--- src/sv/qrs_sqrt_cell.sv ---
// One stage of the pipelined integer square root: resolves one result bit.
`default_nettype none

module qrs_sqrt_cell #(
    parameter int RW = 49,
    parameter int PW = 8
) (
    input  logic            i_clk,
    input  logic            i_rst_n,
    input  logic            i_valid,
    input  logic [2*RW-1:0] i_rad,
    input  logic [RW-1:0]   i_root,
    input  logic [RW+1:0]   i_rem,
    input  logic [PW-1:0]   i_pay,
    output logic            o_valid,
    output logic [2*RW-1:0] o_rad,
    output logic [RW-1:0]   o_root,
    output logic [RW+1:0]   o_rem,
    output logic [PW-1:0]   o_pay
);

    logic            r_valid;
    logic [2*RW-1:0] r_rad, n_rad;
    logic [RW-1:0]   r_root, n_root;
    logic [RW+1:0]   r_rem, n_rem;
    logic [PW-1:0]   r_pay;
    logic [RW+3:0]   w_cur, w_trial, w_diff;
    logic            w_ge;

    always_comb begin
        w_cur   = {i_rem, i_rad[2*RW-1 -: 2]};
        w_trial = {2'b00, i_root, 2'b01};
        w_diff  = w_cur - w_trial;
        w_ge    = (w_cur >= w_trial);
        n_rem   = w_ge ? w_diff[RW+1:0] : w_cur[RW+1:0];
        n_root  = {i_root[RW-2:0], w_ge};
        n_rad   = {i_rad[2*RW-3:0], 2'b00};
    end

    always_ff @(posedge i_clk) begin
        if (!i_rst_n) begin
            r_valid <= 1'b0;
        end else begin
            r_valid <= i_valid;
        end
        r_rad  <= n_rad;
        r_root <= n_root;
        r_rem  <= n_rem;
        r_pay  <= i_pay;
    end

    assign o_valid = r_valid;
    assign o_rad   = r_rad;
    assign o_root  = r_root;
    assign o_rem   = r_rem;
    assign o_pay   = r_pay;

endmodule

`default_nettype wire

--- config.mk ---
export PLATFORM = sky130hd
export DESIGN_NAME = qrs_sqrt_cell
export DESIGN_NICKNAME = d
export VERILOG_FILES = /design/src/sv/qrs_sqrt_cell.sv
export SDC_FILE = /design/constraint.sdc
export NUM_CORES = 1
export LEC_CHECK = 0
export BUFFER_PORTS_ARGS = -buffer_cell sky130_fd_sc_hd__clkbuf_2
export CORE_AREA = 2 2 163 165
export DETAILED_ROUTE_END_ITERATION = 8
export DIE_AREA = 0 0 165 167
export MAX_ROUTING_LAYER = met4
export PLACE_DENSITY_LB_ADDON = 0.2
export SKIP_CTS_REPAIR_TIMING = 1
export SYNTH_ARGS = -nofsm -noshare
export SYNTH_HDL_FRONTEND = slang
export SYNTH_SLANG_ARGS = --single-unit
--- constraint.sdc ---
create_clock -name i_clk -period 3.77 [get_ports i_clk]
set_input_delay 0.377 -clock i_clk [delete_from_list [all_inputs] [get_ports i_clk]]
set_output_delay 0.377 -clock i_clk [all_outputs]
set_load 0.05 [all_outputs]
* Yosys cells after proc, flatten, opt, wreduce, memory -nomap -nowiden *
Index checks and enable logic that the tools add are counted.

storage, ports and cells
  word-level logic and storage cells = 8
  output and inout port bits = 207
  flip-flop bits (word level) = 205
  input port bits = 209

operators by class
  $lt $le $gt $ge = 1
  muxes and demuxes = 1
  add/sub/neg operators = 1

operator list
  cell            count
  $ge 53x51->1    1
  $mux 51         1
  $sub 51x51->51  1

* Logic depth before layout (Yosys ltp) *
  depth after elaboration = 2
  gate-level depth with buffers = 13
  mapped depth without buffers = 11

* Worst setup path before layout *
No wires, ideal clock.

  path kind = input port to flip-flop
  start = input port i_root[13]
  end = register r_rem[49], in the netlist o_rem[49]
  buffers on the path = 2
  cell stages on the path = 12
  data arrival time = 2.586 ns
  setup slack = 1.063 ns
  setup time = 0.121 ns
  cells stage by stage = inv_1 > ha_1 > buf_2 > nand2_2 > nor3_2 > nand4_1 > o211ai_2 > a31oi_4 > o311a_4 > inv_2 > buf_6 > mux2_4

on the way
  cells in the longest elaborated chain, start to end = 2

ends and longest elaborated chain
  what                                                   line    source
  start: declaration                                     12      input logic [RW-1:0] i_root,
  $sub 51x51->51 / $ge 53x51->1 (equally long branches)  33, 34
  $mux 51 (*)                                            35      n_rem = w_ge ? w_diff[RW+1:0] : w_cur[RW+1:0];
  via n_rem[49]                                          25      logic [RW+1:0] r_rem, n_rem;
  end signal: assignment                                 48      r_rem <= n_rem;
  end: declaration                                       25

The timed path passes the listed nets; every way through them passes the cells marked *.
A chain may end at the register's enable or synchronous reset.

* Worst setup path in the final report *
  start = input port i_root[4]
  end = register r_rem[43], in the netlist o_rem[43]

The elaborated chain is that of the path after synthesis.

==> results.toml <==
[clocking]
clk_path_buf_depth = 3
clock_input_transition_at_the_sequential_cells_of_the_worst_setup_and_hold_paths_ps = 60
clkSinkCount = 205
root_buffer = "sky130_fd_sc_hd__clkbuf_16"
cts_tree = "built"
cts_inserted_buffers = 23
number_of_h_tree_levels = 1

[yosys]
postSynthAreaPerCell_um2 = 9.663
synthesis.yosys.warnings = 0
synth-main-ff-cell = "sky130_fd_sc_hd__dfxtp_1"
post_synth_xor_area_fraction_pct = 4.326
synth-compound-area-share_pct = 18.37
fraction_of_the_mapped_netlist_area_in_simple_logic_gates_pct = 12.70
synthMuxAreaShare_pct = 0.7417
postSynth.asyncResetShare_pct = 0
yosys.area.top_type_share_pct = 50.68
syn_area_mm2 = 0.008098
yosys_register_bits = 205
number_of_synthesized_flops_with_an_enable_pin = 0
netlist-cell-type-count = 71
seq_area_frac_synth_pct = 50.68
cells_after_synthesis = 838
synthDominantAreaCellType = "sky130_fd_sc_hd__dfxtp_1"
post_synth_main_area_contributors = "sky130_fd_sc_hd__dfxtp_1 51%, sky130_fd_sc_hd__ha_1 7.9%, sky130_fd_sc_hd__a21oi_1 5.1%"
post_synth_fa_ha_maj_area_fraction_pct = 7.880
synth_top_family_by_area = "compound AO/OA/AOI/OAI gates"

[layout]
area_growth_from_synthesis_to_layout_pct = 57.51
most-common-layout-cells = "413 x sky130_fd_sc_hd__clkbuf_2, 205 x sky130_fd_sc_hd__dfxtp_1, 150 x sky130_fd_sc_hd__dlygate4sd3_1, 83 x sky130_fd_sc_hd__a21oi_1, 81 x sky130_fd_sc_hd__nor2_1"
finish.net_count = 1666
finalNonFillerCells = 1760
regArea_mm2 = 0.004104
layout.cells.most_common = "sky130_fd_sc_hd__clkbuf_2"
filler_cell_count = 2510
combined_area_of_the_multi_input_logic_cells_mm2 = 0.003572
drive_above_1_share_pct = 34.15

[sta]
period_needed_ps = 3485
totalNegativeSetupSlack_ps = 0
timing_worst_slew_pin_value_ps = 744.2
rsz0062_at_grt = "no"
setup_viol_count_final = 0
maxSlewHeadroom_pct = 49.84
timing_hold_violations_final = 0
achievable-frequency_mhz = 286.9
period_share_pct = 92.45
slew_viol_final = 0

[grt]
grt_pass1_vias = 7269
maximum_number_of_pins_on_one_net_before_global_route_repair = 51
global_route.overflow_total = 0
grt_first_pass_wirelength_um = 40700
grt_util_all_layers_pct = 19.69
number_of_antenna_violations_at_the_first_check_in_global_routing = 2

[drt]
routed_wl_um = 30380
drc_errors = 0
drtAntennaViolNets = 0
drt_first_iter_violations = 440
routedWlPerCell_um = 17.26
routed-via-count = 8169
post_drt_via_cell_ratio = 4.641
drtPass1Iterations = 4

[setup_path]
path_class = "input port to flip-flop"
worst_setup_path_start_kind = "input port"
worstPathCellList = "dlygate4sd3_1, clkbuf_2, inv_1, ha_1, o211ai_1, nor3_1, nand2_1, o41ai_2, a21oi_2, o21ai_0, mux2_2, o31ai_1"
critPathMaxStageDelay_ps = 650
timing.critical_path.buf_inv = 3
critical_path.endpoint_type = "flip-flop"
worst-endpoint-arrival_ps = 3900
path_delay_family = "compound AO/OA/AOI/OAI gates"
critical_path_peak_fanout = 7
critPathRequiredTime_ps = 4190
critPathSlowestCell = "sky130_fd_sc_hd__o41ai_2"

[die]
die_area_mm2 = 0.02756
die_height_um = 167
initial_core_util_pct = 31.43
core_mm2 = 0.02576
die_width_um = 165
design.portCount = 416
rows = 59

[min_path]
hp-class = "input port to flip-flop"
holdPathEnd = "o_root[25]"
holdCritStartpoint = "i_root[24]"
hold-path-cell-count = 1

[pwr]
power.share.sequential_pct = 36.6
pwr-share-comb_pct = 29.4
total_leakage_power_uw = 0.006305
power_switching_share_pct = 35.25
internal-power_uw = 4317
p_sw_uw = 2350
ir_worst_vdd_v = 0.0004650
clock_power_share_pct = 34.0
power.density_mw_per_mm2 = 522.7

[placed_design]
placement.io_buffers = 413
final_wtd_congestion = 0.8406
dp.cells = 1566
dp_hpwl_um = 23120

[outcome]
outcome = "complete, no violations"

[flow_run]
max_cap_viol_count = 0
-- cell usage after synthesis (3+ instances only) --
| library cell | instances |
|---|---|
| sky130_fd_sc_hd__dfxtp_1 | 205 |
| sky130_fd_sc_hd__a21oi_1 | 83 |
| sky130_fd_sc_hd__nor2_1 | 81 |
| sky130_fd_sc_hd__inv_1 | 63 |
| sky130_fd_sc_hd__ha_1 | 51 |
| sky130_fd_sc_hd__nand2_1 | 50 |
| sky130_fd_sc_hd__o21ai_0 | 35 |
| sky130_fd_sc_hd__a21o_1 | 27 |
| sky130_fd_sc_hd__xnor2_1 | 23 |
| sky130_fd_sc_hd__nand4_1 | 18 |
| sky130_fd_sc_hd__nor3_1 | 18 |
| sky130_fd_sc_hd__xor2_1 | 17 |
| sky130_fd_sc_hd__clkbuf_1 | 11 |
| sky130_fd_sc_hd__o21bai_1 | 11 |
| sky130_fd_sc_hd__o31ai_1 | 8 |
| sky130_fd_sc_hd__buf_4 | 7 |
| sky130_fd_sc_hd__o211ai_1 | 7 |
| sky130_fd_sc_hd__a31oi_1 | 6 |
| sky130_fd_sc_hd__buf_2 | 6 |
| sky130_fd_sc_hd__nand3_1 | 6 |
| sky130_fd_sc_hd__o21a_1 | 6 |
| sky130_fd_sc_hd__or3_1 | 6 |
| sky130_fd_sc_hd__a211oi_1 | 5 |
| sky130_fd_sc_hd__and2_1 | 5 |
| sky130_fd_sc_hd__and3_1 | 5 |
| sky130_fd_sc_hd__buf_6 | 5 |
| sky130_fd_sc_hd__a2111oi_0 | 4 |
| sky130_fd_sc_hd__mux2_2 | 4 |
| sky130_fd_sc_hd__nand2b_1 | 4 |
| sky130_fd_sc_hd__nor4_1 | 4 |
| sky130_fd_sc_hd__a31o_2 | 3 |
| sky130_fd_sc_hd__and4_1 | 3 |
| sky130_fd_sc_hd__o41ai_2 | 3 |
| sky130_fd_sc_hd__or2_2 | 3 |
-- routing by layer --
layer	routed length [µm]	track usage, %	up-vias
met4	784	5.369	0
met1	12260	21.67	3784
met3	1939	4.782	47
met5	0	-	-
met2	15400	35.07	275
li1	-	-	4063
-- worst max path at each step --
stage,start,to,slack [ps],cells after the start
2_1_floorplan,i_root[13],o_rem[49],1060,12
3_3_place_gp,i_root[4],o_rem[43],390,11
3_5_place_dp,i_root[4],o_rem[43],360,11
4_1_cts,i_root[4],o_rem[43],880,11
5_1_grt,i_root[4],o_rem[43],20,12
6_report,i_root[4],o_rem[43],280,12
-- power groups by stage --
stage          clock, µW  sequential [µW]  combinational (µW)
3_5_place_dp           0             2490                1830
2_1_floorplan          0             3230                 567
3_3_place_gp           0             2490                1820
4_1_cts             2340             2440                1840
6_report            2270             2440                1960
5_1_grt             2420             2460                2080
-- registers in the layout, indices dropped and copies added (netlist names) --
register  count
o_valid       1
o_pay         8
o_root       49
o_rad        96
o_rem        51
-- kinds of logic (layout without fill, tap and decap cells) --
kind of cell    Yosys count  in the layout
flops                   205            205
simple gates            217            217
other cells               1              4
mux                       5              5
xor+xnor                 40             40
buf+inv                  94            678
fa+ha+maj                51             51
compound gates          225            225
-- through the flow --
stage	hold WS (ps)	instance area [µm²]	total power (µW)	utilization, %	setup WS (ps)
2_1_floorplan	404.7	8102	3799	-	1063
3_3_place_gp	479.4	10480	4314	40.69	394.7
3_5_place_dp	481.0	10480	4317	40.69	359.0
4_1_cts	-65.97	11250	6617	43.66	879.4
5_1_grt	3.406	12750	6954	49.51	16.53
6_report	27.50	12750	6667	49.51	284.5
-- final cells by class --
cell class / instances / share of cell area, %
flip-flops and latches: 205 / 32.18
multi-input cells: 540 / 28.01
repair buffers: 572 / 28.61
well taps: 335 / 3.286
clock buffers: 30 / 4.954
diodes: 2 / 0.03924
clock inverters: 12 / 1.050
inverters: 64 / 1.883
(Power assumes the default switching activity.)
