--- config.mk ---
export PLATFORM = sky130hd
export DESIGN_NAME = qrs_div_cell
export DESIGN_NICKNAME = d
export VERILOG_FILES = /design/src/sv/qrs_div_cell.sv
export SDC_FILE = /design/constraint.sdc
export NUM_CORES = 1
export LEC_CHECK = 0
export BUFFER_PORTS_ARGS = -buffer_cell sky130_fd_sc_hd__buf_4
export CORE_AREA = 5 5 236 238
export DETAILED_ROUTE_END_ITERATION = 10
export DIE_AREA = 0 0 241 243
export PLACE_DENSITY = 0.46
export SETUP_SLACK_MARGIN = 0.15
export SLEW_MARGIN = 20
export SYNTH_ARGS = -nofsm -noshare
export SYNTH_HDL_FRONTEND = slang
export SYNTH_SLANG_ARGS = --single-unit
export TNS_END_PERCENT = 50
--- constraint.sdc ---
create_clock -name i_clk -period 4.3 [get_ports i_clk]
set_input_delay 0.43 -clock i_clk [delete_from_list [all_inputs] [get_ports i_clk]]
set_output_delay 0.43 -clock i_clk [all_outputs]
set_load 0.02 [all_outputs]
--- src/sv/qrs_div_cell.sv ---
// One stage of the pipelined restoring divider: one quotient bit for both roots.
`default_nettype none

module qrs_div_cell #(
    parameter int NW = 50,
    parameter int DW = 33,
    parameter int PW = 6
) (
    input  logic          i_clk,
    input  logic          i_rst_n,
    input  logic          i_valid,
    input  logic [DW-1:0] i_den,
    input  logic [NW-1:0] i_num0,
    input  logic [NW-1:0] i_num1,
    input  logic [NW-1:0] i_quo0,
    input  logic [NW-1:0] i_quo1,
    input  logic [DW-1:0] i_rem0,
    input  logic [DW-1:0] i_rem1,
    input  logic [PW-1:0] i_pay,
    output logic          o_valid,
    output logic [DW-1:0] o_den,
    output logic [NW-1:0] o_num0,
    output logic [NW-1:0] o_num1,
    output logic [NW-1:0] o_quo0,
    output logic [NW-1:0] o_quo1,
    output logic [DW-1:0] o_rem0,
    output logic [DW-1:0] o_rem1,
    output logic [PW-1:0] o_pay
);

    logic          r_valid;
    logic [DW-1:0] r_den;
    logic [NW-1:0] r_num0, r_num1, r_quo0, r_quo1, n_quo0, n_quo1;
    logic [DW-1:0] r_rem0, r_rem1, n_rem0, n_rem1;
    logic [PW-1:0] r_pay;
    logic [DW:0]   w_t0, w_t1, w_d0, w_d1, w_den;
    logic          w_ge0, w_ge1;

    always_comb begin
        w_den  = {1'b0, i_den};
        w_t0   = {i_rem0, i_num0[NW-1]};
        w_t1   = {i_rem1, i_num1[NW-1]};
        w_d0   = w_t0 - w_den;
        w_d1   = w_t1 - w_den;
        w_ge0  = (w_t0 >= w_den);
        w_ge1  = (w_t1 >= w_den);
        n_rem0 = w_ge0 ? w_d0[DW-1:0] : w_t0[DW-1:0];
        n_rem1 = w_ge1 ? w_d1[DW-1:0] : w_t1[DW-1:0];
        n_quo0 = {i_quo0[NW-2:0], w_ge0};
        n_quo1 = {i_quo1[NW-2:0], w_ge1};
    end

    always_ff @(posedge i_clk) begin
        if (!i_rst_n) begin
            r_valid <= 1'b0;
        end else begin
            r_valid <= i_valid;
        end
        r_den  <= i_den;
        r_num0 <= {i_num0[NW-2:0], 1'b0};
        r_num1 <= {i_num1[NW-2:0], 1'b0};
        r_quo0 <= n_quo0;
        r_quo1 <= n_quo1;
        r_rem0 <= n_rem0;
        r_rem1 <= n_rem1;
        r_pay  <= i_pay;
    end

    assign o_valid = r_valid;
    assign o_den   = r_den;
    assign o_num0  = r_num0;
    assign o_num1  = r_num1;
    assign o_quo0  = r_quo0;
    assign o_quo1  = r_quo1;
    assign o_rem0  = r_rem0;
    assign o_rem1  = r_rem1;
    assign o_pay   = r_pay;

endmodule

`default_nettype wire

Yosys cells after proc, flatten, opt, wreduce, memory -nomap -nowiden
Index checks and enable logic that the tools add are counted.
Word-level totals
  word-level logic and storage cells: 15
  flip-flop bits (word level): 304
Operators by class
  $lt $le $gt $ge: 2
  muxes and demuxes: 2
  add/sub/neg operators: 2
Operator list (count)
  $ge 34x33->1: 2
  $mux 33: 2
  $sub 33x33->33: 2

Longest topological paths before layout
Gate-level depths: netlist of run 1.
  word-level depth: 2
  depth in mapped cells: 15
  gate-level depth less buffers: 13

Worst setup path before layout of run 1
OpenSTA, ideal clock, no wires.
  kind: input to register
  start: input i_num1[49]
  end: register r_rem1[10], in the netlist o_rem1[10]
  slack: 0.710 ns
  cell stages on the path: 15
  data arrival time: 3.469 ns
  library setup time: 0.121 ns
  buffers on the path: 2
  cells stage by stage: inv_1 -> ha_1 -> inv_1 -> fa_1 -> a21o_1 -> a221oi_2 -> o221ai_2 -> a2111o_1 -> a211oi_2 -> o31a_4 -> o21a_1 -> buf_6 -> inv_6 -> buf_6 -> mux2_4
On the way
  word-level cells in the longest chain between the ends: 2
  elaborated cells between the ends (all ways): 3
  classes of those cells: 1 x add/sub; 1 x order compare; 1 x mux
RTL lines
  start, declared: line 14  | input logic [NW-1:0] i_num1,
  $sub 33x33->33 / $ge 34x33->1 (equally long branches): line 44, 46
  $mux 33 (*): line 48  | n_rem1 = w_ge1 ? w_d1[DW-1:0] : w_t1[DW-1:0];
  via n_rem1[10]: line 34  | logic [DW-1:0] r_rem0, r_rem1, n_rem0, n_rem1;
  end signal, assigned: line 65  | r_rem1 <= n_rem1;
  end, declared: line 34
The timed path passes the listed nets; every way through them passes the cells marked *.
A chain may end at the register's enable or synchronous reset.

Worst setup path in the final report of run 1
  start: input i_den[0]
  end: register r_rem1[8], in the netlist o_rem1[8]
On the way
  word-level cells in the longest chain between the ends: 2
  elaborated cells between the ends (all ways): 3
  classes of those cells: 1 x add/sub; 1 x order compare; 1 x mux
RTL lines
  start, declared: line 12  | input logic [DW-1:0] i_den,
  $sub 33x33->33 / $ge 34x33->1 (equally long branches): line 44, 46
  $mux 33 (*): line 48
  via n_rem1[8]: line 34
Marks and branches as above.

==> reports/results.md, run 1 <==
- 0% — async set-or-reset flop fraction in the synthesized netlist
- in -> reg — kind of critical path
- sky130_fd_sc_hd__dfxtp_1 — most common flop cell mapped by yosys
- 10770 um^2 — combined area of all synthesized cells
- 332 — violation count after the first detailed-route iteration
- 28 — maximum number of pins on one net before global-route repair
- sky130_fd_sc_hd__dlygate4sd3_1 — CP max-delay cell
- 4.35 ns — arrival time of data at the critical path endpoint
- 0 — count of final setup violators
- 10619 — vias after detailed routing
- 243 um — die boundary height
- 4.138 — drt via density
- 0 — number of flops mapped to enable cells by yosys
- 0.3749 ns — worst setup margin
- 0.06 ns — CTS clk-pin slew, worst paths
- 2204 — Nets
- 23.6% — power share of the combinational group
- 0 — total number of yosys warnings
- 0 — final max-slew violation count
- 0 — max cap viols
- 85.32% — area grow syn2layout
- 11358 — via count of the first global-routing pass
- input pin — Critical Path Start Type
- 0.08449 ns — final-layout worst hold slack
- 0.002545 W — switching power of the nets
- 0.53 ns — largest incremental delay on the critical path
- 3.925 ns — final period demand of the worst path
- 241 um — die width
- 39.24% — fraction of layout cells with a size suffix above 1
- 304 — total number of clock tree sinks
- 53870 um — DP HPWL
- 65020 um — routed wire length
- 20.93% — global-route total usage across every layer
- 0 — drt drc
- 6086 um^2 — register area
- 254.8 MHz — highest clock frequency the design can meet
- 4328 um^2 — area of the multi-input gates
- 20.17% — initial standard-cell utilization of the core
- 11.24 um^2 — average footprint of a synthesized cell
- 0 — remaining global-route overflow
- 58560 um^2 — area enclosed by the die boundary
- 2 — H-tree depth
- 0.8889 — weighted congestion at the end of routability-driven global placement
- 0 ns — final-layout setup total negative slack
- 3 — Max clock buf depth
- flop — Setup crit end kind
- 0.006280 W — Cell Int Power
- 35.9% — Reg power frac
- 9.451 nW — leakage dissipation
- 40.5% — share of total power in the clock network
- 53390 um^2 — core region area
- false — unrepaired setup endpoints after global routing
- 28.84% — sw frac
- 56.52% — register area share after synthesis
- 27 — Max Fanout on Critical Path
- 71 — number of library cell types mapped by synthesis
- 91.28% — period utilisation layout
- 2566 — filler-free cell count of the finished design
- 0.8014 ns — transition time at the pin with the least slew margin
- 304 — post-synthesis register bit count
- 958 — cell count after synthesis
- 2248 — number of placed cells counting well taps
- 0 — Final ANT Viol Nets
- 46.08% — Slew headroom
- 442.3 nW/um^2 — P per Cell Area
- 37.38% — post-route core utilization
- 614 — top-level port count
- 85 — row cnt
- built — CTS tree
- 39 — CTS Buf Count
- 0.3380 ns — worst setup slack after placement
- 609 — number of buffer cells added on primary ports
- 86960 um — first-pass GRT wire length
- complete, no violations — outcome
- 5341 — number of filler instances in the final layout
- 23 — number of antenna violations at the first check in global routing
- 272.6 uV — VDD IR-drop max
- sky130_fd_sc_hd__clkbuf_16 — root buffer selected by CTS
- 0 — number of hold violations in the final report
- 4 — number of optimization iterations in the first detailed-route pass
- 25.34 um — Routed wire per std cell
- 4.73 ns — required time worst endpoint
- dlygate4sd3_1, buf_4, ha_1, inv_1, fa_1, a21o_1, a221oi_2, o221ai_2, a2111o_1, a211oi_2, o31a_4, o21a_1, inv_6, mux2_1 — cells along the critical path
- in -> reg — type of the tightest min-delay check
-- registers in the layout, indices dropped and copies added, names as in the netlist --
signal   flops
o_quo0      50
o_quo1      50
o_num0      49
o_num1      49
o_den       33
o_rem0      33
o_rem1      33
o_pay        6
o_valid      1
-- routing by layer --
metal,track usage (%),wire length [um],vias to the layer above
li1,-,-,5135
met1,22.51,24110,4969
met2,36.83,32110,390
met3,6.902,5059,103
met4,9.924,3620,22
met5,0,127,-
-- cells by family after synthesis --
family                   share of synthesized area, %
AND/OR/NAND/NOR                                 8.297
flip-flops                                      56.52
XOR/XNOR                                        3.823
adder cells (fa/ha/maj)                         8.041
buffers and inverters                           3.323
multiplexers                                    5.868
AO/OA/AOI/OAI                                   14.10
other                                         0.03483
-- power groups by stage --
stage / Combinational [W] / Sequential (W) / Clock [W]
4_1_cts: 0.00212 / 0.00317 / 0.00368
3_3_place_gp: 0.00192 / 0.00323 / 0
6_report: 0.00209 / 0.00317 / 0.00357
5_1_grt: 0.00222 / 0.00319 / 0.00381
2_1_floorplan: 0.000626 / 0.00352 / 0
3_5_place_dp: 0.00192 / 0.00322 / 0
-- cells in the final DEF, fill, tap and decap left out, types with 5 or more instances in the layout --
| cell | count |
|---|---|
| sky130_fd_sc_hd__a211oi_1 | 7 |
| sky130_fd_sc_hd__a21boi_0 | 5 |
| sky130_fd_sc_hd__a21o_1 | 37 |
| sky130_fd_sc_hd__a21oi_1 | 57 |
| sky130_fd_sc_hd__a31oi_1 | 7 |
| sky130_fd_sc_hd__and3_1 | 10 |
| sky130_fd_sc_hd__buf_4 | 618 |
| sky130_fd_sc_hd__bufinv_16 | 5 |
| sky130_fd_sc_hd__clkbuf_16 | 40 |
| sky130_fd_sc_hd__clkbuf_8 | 13 |
| sky130_fd_sc_hd__clkinvlp_4 | 5 |
| sky130_fd_sc_hd__dfxtp_1 | 304 |
| sky130_fd_sc_hd__diode_2 | 12 |
| sky130_fd_sc_hd__dlygate4sd3_1 | 235 |
| sky130_fd_sc_hd__ha_1 | 66 |
| sky130_fd_sc_hd__inv_1 | 58 |
| sky130_fd_sc_hd__mux2_1 | 22 |
| sky130_fd_sc_hd__mux2_2 | 7 |
| sky130_fd_sc_hd__mux2_4 | 19 |
| sky130_fd_sc_hd__nand2_1 | 40 |
| sky130_fd_sc_hd__nand3_1 | 17 |
| sky130_fd_sc_hd__nand4_1 | 13 |
| sky130_fd_sc_hd__nor2_1 | 48 |
| sky130_fd_sc_hd__nor2b_1 | 6 |
| sky130_fd_sc_hd__nor3_1 | 17 |
| sky130_fd_sc_hd__o211ai_1 | 10 |
| sky130_fd_sc_hd__o21a_1 | 13 |
| sky130_fd_sc_hd__o21ai_0 | 34 |
| sky130_fd_sc_hd__o21bai_1 | 5 |
| sky130_fd_sc_hd__o31ai_1 | 12 |
| sky130_fd_sc_hd__or2_2 | 5 |
| sky130_fd_sc_hd__xnor2_1 | 32 |
| sky130_fd_sc_hd__xor2_1 | 15 |
-- path summary, 6_finish.rpt --
path	from	end	slack [ns]	cells past startpoint
setup / recovery	i_den[0]	o_rem1[8]$_DFF_P_	0.37	14
hold / removal	i_valid	o_valid$_SDFF_PN0_	0.08	2
-- cell type report --
| class | instances | share of cell area, % |
|---|---|---|
| antenna | 12 | 0.1505 |
| clock buffer | 56 | 5.969 |
| clock inverter | 15 | 1.141 |
| inverter | 60 | 1.154 |
| multi-input combinational | 570 | 21.69 |
| sequential | 304 | 30.50 |
| tap | 696 | 4.364 |
| timing repair buffer | 853 | 35.04 |
-- per-stage QoR --
stage          instance area, um^2  power [W]
6_report                     19960   0.008825
5_1_grt                      19950   0.009221
4_1_cts                      19920   0.008977
3_5_place_dp                 16150   0.005140
3_3_place_gp                 16150   0.005145
2_1_floorplan                10770   0.004147
-- worst max-delay path: cells and delay by family --
family / cells / cell delay (ns)
buffers and inverters: 4 / 0.85
multiplexers: 1 / 0.35
AO/OA/AOI/OAI: 7 / 2.10
adder cells (fa/ha/maj): 2 / 0.56
-- cell usage after synthesis (3+ instances only) --
library cell               instances  share of area (%)
sky130_fd_sc_hd__dfxtp_1         304                 57
sky130_fd_sc_hd__ha_1             66                7.7
sky130_fd_sc_hd__inv_1            58                2.0
sky130_fd_sc_hd__a21oi_1          57                2.6
sky130_fd_sc_hd__nor2_1           48                1.7
sky130_fd_sc_hd__nand2_1          40                1.4
sky130_fd_sc_hd__a21o_1           37                2.6
sky130_fd_sc_hd__o21ai_0          34                1.6
sky130_fd_sc_hd__xnor2_1          32                2.6
sky130_fd_sc_hd__mux2_1           22                2.3
sky130_fd_sc_hd__mux2_4           19                2.6
sky130_fd_sc_hd__clkbuf_1         17               0.59
sky130_fd_sc_hd__nand3_1          17               0.79
sky130_fd_sc_hd__nor3_1           17               0.79
sky130_fd_sc_hd__xor2_1           15                1.2
sky130_fd_sc_hd__nand4_1          13               0.76
sky130_fd_sc_hd__o21a_1           13               0.91
sky130_fd_sc_hd__o31ai_1          12               0.84
sky130_fd_sc_hd__and3_1           10               0.58
sky130_fd_sc_hd__o211ai_1         10               0.70
sky130_fd_sc_hd__a211oi_1          7               0.49
sky130_fd_sc_hd__a31oi_1           7               0.41
sky130_fd_sc_hd__mux2_2            7               0.73
sky130_fd_sc_hd__nor2b_1           6               0.35
sky130_fd_sc_hd__a21boi_0          5               0.35
sky130_fd_sc_hd__o21bai_1          5               0.35
sky130_fd_sc_hd__or2_2             5               0.29
sky130_fd_sc_hd__a31o_2            4               0.33
sky130_fd_sc_hd__and2_1            3               0.17
sky130_fd_sc_hd__buf_2             3               0.14
sky130_fd_sc_hd__buf_6             3               0.31
sky130_fd_sc_hd__nor4_1            3               0.17
sky130_fd_sc_hd__o31a_1            3               0.24
sky130_fd_sc_hd__or3_1             3               0.17
-- repair_timing --
item | 4_1_cts | 5_1_grt
hold buffers | 234 | 1
gates resized for setup | 0 | 0
endpoints found under the hold margin | 234 | 1
buffers inserted | 0 | 0
No activity file was read; power rests on OpenSTA's default activity.
==> inputs of run 2 (changes only) <==
--- a/config.mk
+++ b/config.mk
@@ -5,11 +5,12 @@
 export SDC_FILE = /design/constraint.sdc
 export NUM_CORES = 1
 export LEC_CHECK = 0
+export ABC_AREA = 1
 export BUFFER_PORTS_ARGS = -buffer_cell sky130_fd_sc_hd__buf_4
-export CORE_AREA = 5 5 236 238
+export CORE_AREA = 5 5 235 237
 export DETAILED_ROUTE_END_ITERATION = 10
-export DIE_AREA = 0 0 241 243
-export PLACE_DENSITY = 0.46
+export DIE_AREA = 0 0 240 242
+export PLACE_DENSITY = 0.5
 export SETUP_SLACK_MARGIN = 0.15
 export SLEW_MARGIN = 20
 export SYNTH_ARGS = -nofsm -noshare
==> run 2 against run 1 <==
Compared with the run above:
- first-iteration DRC count is 89% higher
- sequential power hardly changed
- sequential cell count stayed put
- final cell count is 26% higher
- global-route usage is 4.6 points higher
- count of clock-buffer cells in the layout is 3 lower
- worst hold slack worse by 0.056 ns
- synthesized area is 17% higher
- core utilization is 3.2 points higher
- design area is 8.0% higher
- non-clock buffer count is 10 lower
- die area is 0.82% lower
- largest power group unchanged
==> reports/results.md, run 2 <==
- input pin — Critical Path Start Type, unchanged
- in -> reg — type of the tightest min-delay check, unchanged
- 33 — number of library cell types mapped by synthesis, was 71
- 4.73 ns — required time worst endpoint, about the same
- 614 — top-level port count, unchanged
- 39 — CTS Buf Count, unchanged
- 105700 um — first-pass GRT wire length, was 86960 um
- 0 — number of flops mapped to enable cells by yosys, unchanged
- 17880 um^2 — total cell area at the placement stage, was 16150 um^2
- sky130_fd_sc_hd__dfxtp_1 — most common flop cell mapped by yosys, unchanged
- 0 — final max-slew violation count, unchanged
- 53070 um^2 — core region area, was 53390 um^2
- 0.06 ns — CTS clk-pin slew, worst paths, about the same
- 5255 um^2 — area of the multi-input gates, was 4328 um^2
- 0 — total number of yosys warnings, unchanged
- 2 — H-tree depth, unchanged
- 609 — number of buffer cells added on primary ports, unchanged
- 3 — Max clock buf depth, unchanged
- 36 — maximum number of pins on one net before global-route repair, was 28
- 7 — number of optimization iterations in the first detailed-route pass, was 4
- 0 — # resized after CTS, unchanged
- flop — Setup crit end kind, unchanged
- 23.70% — initial standard-cell utilization of the core, was 20.17%
- 408.0 nW/um^2 — P per Cell Area, was 442.3 nW/um^2
- 338.2 MHz — highest clock frequency the design can meet, was 254.8 MHz
- false — unrepaired setup endpoints after global routing, unchanged
- 240 um — die width, was 241 um
- 77520 um — routed wire length, was 65020 um
- 13994 — via count of the first global-routing pass, was 11358
- 0 — number of hold violations in the final report, unchanged
- 48.38% — top cell type's share of synthesized area, was 56.52%
- sky130_fd_sc_hd__dfxtp_1 — library cell occupying the most area in the post-synthesis netlist, unchanged
- 58080 um^2 — area enclosed by the die boundary, was 58560 um^2
- 1639 — cell count after synthesis, was 958
- 0 ns — final-layout setup total negative slack, unchanged
- 68.76% — period utilisation layout, was 91.28%
- 0% — async set-or-reset flop fraction in the synthesized netlist, unchanged
- 0 — count of final setup violators, unchanged
- 5504 — number of filler instances in the final layout, was 5341
- 13 — number of antenna violations at the first check in global routing, was 23
- 259.2 uV — VDD IR-drop max, was 272.6 uV
- sky130_fd_sc_hd__clkbuf_16 — root buffer selected by CTS, unchanged
- 71.38% — area grow syn2layout, was 85.32%
- 0 — total setup buffers inserted after CTS, unchanged
- 21560 um^2 — post-route standard cell area excluding fillers, was 19960 um^2
- 3.39 ns — arrival time of data at the critical path endpoint, was 4.35 ns
- 0 — max cap viols, unchanged
- 304 — total number of clock tree sinks, unchanged
- 0 — remaining global-route overflow, unchanged
- sky130_fd_sc_hd__buf_4 (611), sky130_fd_sc_hd__nand2_1 (580), sky130_fd_sc_hd__dfxtp_1 (304) — commonest cells after routing, fill and taps aside, was sky130_fd_sc_hd__buf_4 (618), sky130_fd_sc_hd__dfxtp_1 (304), sky130_fd_sc_hd__dlygate4sd3_1 (235)
- 0 — Final ANT Viol Nets, unchanged
- 25.57% — global-route total usage across every layer, was 20.93%
- 65570 um — DP HPWL, was 53870 um
- 11.45 nW — leakage dissipation, was 9.451 nW
- 29.20% — fraction of layout cells with a size suffix above 1, was 39.24%
- 4.165 — drt via density, was 4.138
- 232 — Post-CTS Hold Buffers, was 234
- built — CTS tree, unchanged
- 2.957 ns — final period demand of the worst path, was 3.925 ns
- sky130_fd_sc_hd__nand2_1 (580), sky130_fd_sc_hd__dfxtp_1 (304), sky130_fd_sc_hd__inv_1 (279) — cell types with the highest counts after synthesis, was sky130_fd_sc_hd__dfxtp_1 (304), sky130_fd_sc_hd__ha_1 (66), sky130_fd_sc_hd__inv_1 (58)
- 2879 — Nets, was 2204
- in -> reg — kind of critical path, unchanged
- 55.85% — Slew headroom, was 46.08%
- sky130_fd_sc_hd__dfxtp_1 (48%), sky130_fd_sc_hd__nand2_1 (17%), sky130_fd_sc_hd__inv_1 (8.3%) — top post-synthesis cells by area, was sky130_fd_sc_hd__dfxtp_1 (57%), sky130_fd_sc_hd__ha_1 (7.7%), sky130_fd_sc_hd__a21oi_1 (2.6%)
- 7.675 um^2 — average footprint of a synthesized cell, was 11.24 um^2
- 6086 um^2 — register area, unchanged
- 23.97 um — Routed wire per std cell, was 25.34 um
- 627 — violation count after the first detailed-route iteration, was 332
- 304 — post-synthesis register bit count, unchanged
- 48.38% — register area share after synthesis, was 56.52%
- 242 um — die boundary height, was 243 um
- sky130_fd_sc_hd__buf_4 — leading cell type in the layout, fill and taps excluded, unchanged
- 0.6607 ns — transition time at the pin with the least slew margin, was 0.8014 ns
- 35 — Max Fanout on Critical Path, was 27
- 0.9230 — weighted congestion at the end of routability-driven global placement, was 0.8889
- complete, no violations — outcome, unchanged
- 85 — row cnt, unchanged
- sky130_fd_sc_hd__nand2_1 — top-count cell post-synth, was sky130_fd_sc_hd__dfxtp_1
- 13469 — vias after detailed routing, was 10619
- 0.02889 ns — final-layout worst hold slack, was 0.08449 ns
- 12580 um^2 — combined area of all synthesized cells, was 10770 um^2
- 0 — drt drc, unchanged
## run 2: cell types whose count changed in the layout (fill, tap and decap cells not counted), sizes merged, moves of 19 or more
cell	change
nand3	+123
xnor2	-30
mux2	-48
nor2	+35
o21ai	-32
nand3b	+19
a21o	-33
nand2	+554
inv	+227
## run 2: worst max-delay path, cell delays in order
cell	delay (ns)
sky130_fd_sc_hd__dlygate4sd3_1	0.54
sky130_fd_sc_hd__buf_4	0.14
sky130_fd_sc_hd__inv_1	0.20
sky130_fd_sc_hd__ha_1	0.33
sky130_fd_sc_hd__nand2_2	0.13
sky130_fd_sc_hd__inv_1	0.05
sky130_fd_sc_hd__nand2_1	0.06
sky130_fd_sc_hd__nand3_1	0.11
sky130_fd_sc_hd__a21oi_1	0.19
sky130_fd_sc_hd__nand2_2	0.09
sky130_fd_sc_hd__nor2_4	0.51
sky130_fd_sc_hd__nand2_8	0.27
sky130_fd_sc_hd__nand3_1	0.21
sky130_fd_sc_hd__nand2_1	0.10
## run 2: through the flow
step           setup slack, ns  cells  power (W)  util, %
2_1_floorplan            2.368   1640   0.004212        -
3_3_place_gp             1.330   2926   0.005272    33.68
3_5_place_dp             1.315   2926   0.005264    33.68
4_1_cts                  1.310   3227   0.008922    40.59
5_1_grt                  1.155   3234   0.009203    40.62
6_report                 1.343   3234   0.008795    40.62
## run 2: report_power, final
part / switching [W] / internal [W]
Combinational: 0.00131 / 0.000910
Clock: 0.00133 / 0.00207
Sequential: 0.000109 / 0.00306
## run 2: logic make-up after synthesis
group                    count (synthesis)  synth area share (%)
other                                    1               0.02981
XOR/XNOR                                28                 1.950
buffers and inverters                  308                 9.877
AO/OA/AOI/OAI                           47                 2.009
flip-flops                             304                 48.38
adder cells (fa/ha/maj)                 68                 6.883
AND/OR/NAND/NOR                        883                 30.87
## run 2: final cells by class
type | instances | share of cell area [%]
clock buffer | 53 | 5.380
sequential | 304 | 28.23
clock inverter | 16 | 0.8531
timing repair buffer | 843 | 32.05
antenna | 7 | 0.08125
multi-input combinational | 1028 | 24.37
tap | 696 | 4.039
inverter | 287 | 4.997
## run 2: worst paths after layout
check / startpoint / endpoint / slack [ns] / cells past startpoint
worst min-delay path: i_den[3] / o_den[3]$_DFF_P_ / 0.03 / 1
worst max-delay path: i_den[29] / o_rem0[18]$_DFF_P_ / 1.34 / 14
## run 2: layer usage
metal  share of wire (%)  vias up  global-route usage [%]  wire length [um]
met1                  40     6172                   30.01             31200
met3                 6.5      109                   6.364              5019
met4                 4.5        6                   9.579              3522
met2                  49      471                   44.84             37750
met5               0.041        -                       0                32
li1                    -     6711                       -                 -
